**src/rtl/core/fnf_pkg.sv**
```systemverilog
// Shared types and codes for the gradient-noise flame shader.
// Used by fnf_front, fnf_back and the top level; no dependencies.
`default_nettype none
package fnf_pkg;

    localparam logic [1:0] MODE_SHADE = 2'd0;
    localparam logic [1:0] MODE_PERM  = 2'd1;
    localparam logic [1:0] MODE_GRAD  = 2'd2;
    localparam logic [1:0] MODE_NONE  = 2'd3;

    localparam logic [2:0] REG_RISE_SPEED     = 3'd0;
    localparam logic [2:0] REG_FLICKER_SPEED  = 3'd1;
    localparam logic [2:0] REG_FLICKER_DEFORM = 3'd2;
    localparam logic [2:0] REG_FRAME_TIME     = 3'd3;
    localparam logic [2:0] REG_RISE_AXIS      = 3'd4;
    localparam logic [2:0] REG_COLOR_LOW      = 3'd5;
    localparam logic [2:0] REG_COLOR_HIGH     = 3'd6;

    typedef struct packed {
        logic [1:0]         kind;
        logic signed [31:0] pos_x;
        logic signed [31:0] pos_y;
        logic signed [31:0] pos_z;
        logic [8:0]         table_index;
        logic [8:0]         perm_value;
        logic signed [15:0] grad_x;
        logic signed [15:0] grad_y;
        logic signed [15:0] grad_z;
    } item_t;

    typedef struct packed {
        logic  valid;
        item_t item;
    } qhead_t;

    typedef struct packed {
        logic [16:0] rise_rate;
        logic [16:0] flicker_rate;
        logic [16:0] flicker_deform;
        logic [15:0] frame_time;
        logic [47:0] rise_axis;
        logic [23:0] color_low;
        logic [23:0] color_high;
    } cfg_t;

endpackage
`default_nettype wire

```
**src/rtl/core/fnf_front.sv**
```systemverilog
// Request front end: takes requests, drops unused modes, queues the rest.
// Depends on fnf_pkg.
`default_nettype none
module fnf_front (
    input  logic           clk,
    input  logic           rst_n,
    input  logic           start,
    output logic           busy,
    input  fnf_pkg::item_t req,
    output fnf_pkg::qhead_t head,
    input  logic           pop
);
    import fnf_pkg::*;

    item_t      q_reg [2];
    logic       wr_ptr_reg, wr_ptr_next;
    logic       rd_ptr_reg, rd_ptr_next;
    logic [1:0] count_reg, count_next;
    logic       push;

    assign busy = (count_reg == 2'd2);
    assign push = start && !busy && (req.kind != MODE_NONE);
    assign head.valid = (count_reg != 2'd0);
    assign head.item  = q_reg[rd_ptr_reg];

    always_comb
    begin
        wr_ptr_next = wr_ptr_reg ^ push;
        rd_ptr_next = rd_ptr_reg ^ pop;
        count_next  = count_reg + {1'b0, push} - {1'b0, pop};
    end

    always_ff @(posedge clk or negedge rst_n)
    begin
        if (!rst_n)
        begin
            wr_ptr_reg <= 1'b0;
            rd_ptr_reg <= 1'b0;
            count_reg  <= 2'd0;
        end
        else
        begin
            wr_ptr_reg <= wr_ptr_next;
            rd_ptr_reg <= rd_ptr_next;
            count_reg  <= count_next;
        end
    end

    always_ff @(posedge clk)
    begin
        if (push)
        begin
            q_reg[wr_ptr_reg] <= req;
        end
    end

endmodule
`default_nettype wire

```
**config.mk**
```make
export PLATFORM = sky130hd
export DESIGN_NAME = fnf_front
export DESIGN_NICKNAME = d
export VERILOG_FILES = /design/src/rtl/core/fnf_pkg.sv /design/src/rtl/core/fnf_front.sv
export SDC_FILE = /design/constraint.sdc
export NUM_CORES = 1
export LEC_CHECK = 0
export BUFFER_PORTS_ARGS = -buffer_cell sky130_fd_sc_hd__clkbuf_2
export CORE_ASPECT_RATIO = 1.25
export CORE_MARGIN = 1
export CORE_UTILIZATION = 56
export DETAILED_ROUTE_END_ITERATION = 7
export PLACE_DENSITY = 0.85
export SKIP_LAST_GASP = 1
export SYNTH_ARGS = -nofsm -noshare
export SYNTH_HDL_FRONTEND = slang
export SYNTH_SLANG_ARGS = --single-unit
```
**constraint.sdc**
```tcl
create_clock -name clk -period 7.7 [get_ports clk]
set_clock_uncertainty 0.2 [all_clocks]
set_input_delay 1.155 -clock clk [delete_from_list [all_inputs] [get_ports clk]]
set_output_delay 1.155 -clock clk [all_outputs]
set_load 0.03 [all_outputs]
```
==> impl_results.md <==
- Outcome: complete, no violations
- Gate Count Post-Synth: 530
- Initial antenna violation count: 2
- Post-Place Cells: 1125
- CTS tree: built
- GR Util All Layers: 0.202
- #FFs+latches synth: 332
- Drt first pass iters: 4
- Placed cell area: 0.0140 mm²
- Startpoint types: register
- CP required: 6.34 ns
- Multiplexer share of the synthesized area: 0.152
- Cts hold-fix bufs: 0
- Setup repair bufs after CTS: 0
- Complex-gate fraction of the synthesized area: 0
- Finish-stage setup viols: 0
- VDD IR max: 320 µV
- Placer Congestion: 0.780
- WL per Instance: 19.2 µm
- Layout cell share with drive strength beyond 1: 0.607
- Ports: 334
- Antenna Violating Nets Remaining: 0
- Area share of the leading cell type in the synthesized netlist: 0.813
- Row count: 59
- Final Cell Area: 0.0149 mm²
- Tcrit/Tclk final: 0.549
- Routed WL: 22.6 mm
- Hold Fails Final Rpt: 0
- Grt total ovfl: 0
- DRC: 0
- Largest family of logic cells by synthesized area: multiplexers
- Die Ht: 166 µm
- Area growth from synthesis to layout: 23.3%
- Number of flip-flops in the largest register: 328
- Post-Synth Simple-Gate Area: 0.00227
- Worst setup path class: register to output pin
- Max frequency: 237 MHz
- Reg2reg end: q_reg[1][55]
- Slowest CP cell: dfrtp_4
- Vias per cell: 5.14
- Clock Latency Late Sink: 0.54 ns
- Adder-Cell Fraction of Synth Area: 0.00413
- Worst EP arrival: 2.87 ns
- Worst slew pin tran: 1.07 ns
- Vias in the first global route: 6470
- Yosys top cell by area: edfxtp_1
- XOR/XNOR Fraction of Synth Area: 0.00217
- CTS max path bufs: 3
- Reg2reg start: count_reg[1]
- Max stage delay on crit path: 0.88 ns
- Maximum fanout along the worst path: 58
- Largest net degree at the start of global routing: 76
- Nets: 1055
- Root Buffer: clkbuf_16
- Min-Delay Path Class: input port to asynchronous set/reset pin
- Crit path time final: 4.22 ns
- Synthesis Warnings: 0
- Sequential cell area fraction in the yosys report: 0.821
- Clk pin slew, worst setup/hold paths: 0.06 ns
- Total CTS buffers: 30
- Total vias in the final route: 6065
- Maxcap violations: 0
- Mapped Area: 0.0121 mm²
- Initial DRC count: 236
- Max-slew headroom at the worst pin: 0.286
- Setup slack, reg-to-reg: 4.65 ns
- CTS H-Tree Depth: 1
- Final setup TNS: 0 ns
- Die X: 134 µm
- Post-synthesis average cell area: 22.9 µm²
- Leak pwr: 5.66 nW
- Post-Layout Cell Count: 1179
- Detailed Place HPWL: 15.1 mm
- RSZ-0062 raised after global routing: false
- Top cells by area, synth: edfxtp_1, mux2_2, buf_6
- Die Outline Area: 0.0222 mm²
- Critical Path, Cell by Cell: buf_4 > mux2_2 > clkbuf_2
- Worst Setup End Kind: output pin
- Cts repair resizes: 0
- Syn Nets: 702
- Yosys cell types: 14
- Pwr dens: 395 mW/mm²
- First-pass GRT wire length: 33.7 mm
- Slew Limit Fails: 0
- Starting Density: 0.576
- Port Buffers: 333
- Core Box Area: 0.0210 mm²
- Clk sinks: 332
- R2R cell count: 4
## per-stage QoR
step	power, mW	setup WS, ns	utilization	hold WS (ns)
6_report	5.89	3.48	0.710	0.217
5_1_grt	6.13	3.32	0.710	0.198
3_5_place_dp	4.55	3.86	0.665	0.292
4_1_cts	5.96	3.44	0.710	0.194
3_3_place_gp	4.51	3.87	0.665	0.288
2_1_floorplan	4.09	1.75	-	0.260
## logic make-up (layout without fill, tap and decap cells)
family / Yosys count / count (layout)
adders and majority gates: 4 / 4
and+or+nand+nor: 5 / 5
other: 0 / 1
DFF: 332 / 332
buffers and inverters: 22 / 396
muxes: 164 / 164
xor gates and xnor gates: 3 / 3
## worst max-delay path by stage
| stage | start | end | slack [ns] | cells after the start |
|---|---|---|---|---|
| 3_3_place_gp | req[162] | q_reg[1][74] | 3.87 | 5 |
| 3_5_place_dp | req[162] | q_reg[1][74] | 3.86 | 5 |
| 6_report | rd_ptr_reg | head[11] | 3.48 | 3 |
| 5_1_grt | rd_ptr_reg | head[100] | 3.32 | 3 |
| 2_1_floorplan | req[162] | q_reg[1][0] | 1.75 | 3 |
| 4_1_cts | rd_ptr_reg | head[94] | 3.44 | 3 |
## cell usage after synthesis, drive strengths merged
master,instances
and3,1
buf,18
dfrtp,4
edfxtp,328
ha,4
inv,4
mux2,164
nand2,1
nand2b,1
nand3,1
or2,1
xnor2,2
xor2,1
## area by class of cell
type | instances | area, µm²
antenna | 1 | 2.50
sequential | 332 | 9950
clock inverter | 15 | 130
inverter | 4 | 15.0
clock buffer | 38 | 802
multi-input combinational | 176 | 1980
fill | 1314 | 6110
timing repair buffer | 339 | 1710
tap | 274 | 343
## report_power, final
| group | internal [mW] | switching (mW) | total, mW |
|---|---|---|---|
| registers | 2.37 | 0.122 | 2.49 |
| clock network | 0.800 | 0.598 | 1.40 |
| logic | 0.674 | 1.33 | 2.01 |
## critical path, delay by kind of cell, from the launching register on
kind,cells,cell delay [ns]
mux,1,0.41
flops,1,0.88
buf+inv,2,0.93
## layer usage
| layer | share of wire | up-vias | global-route usage |
|---|---|---|---|
| li1 | - | 2815 | - |
| met1 | 0.33 | 2958 | 0.200 |
| met2 | 0.56 | 246 | 0.389 |
| met3 | 0.083 | 44 | 0.0621 |
| met4 | 0.030 | 2 | 0.0736 |
| met5 | 0.00040 | - | 0 |
## cells in the final DEF (no fill, tap or decap)
cell type,count
diode_2,1
nand3_1,1
dfrtp_1,3
nand2_1,1
clkbuf_1,7
inv_1,4
dfrtp_4,1
clkinv_1,4
and3_1,1
ha_4,2
clkinv_2,6
mux2_2,164
clkinv_4,1
bufinv_16,2
clkinvlp_4,1
buf_4,6
edfxtp_1,328
xor2_1,1
xnor2_1,2
inv_6,1
ha_1,2
clkbuf_2,333
or2_2,1
nand2b_1,1
clkbuf_16,31
Note: power is estimated with default switching activity, not from simulation.
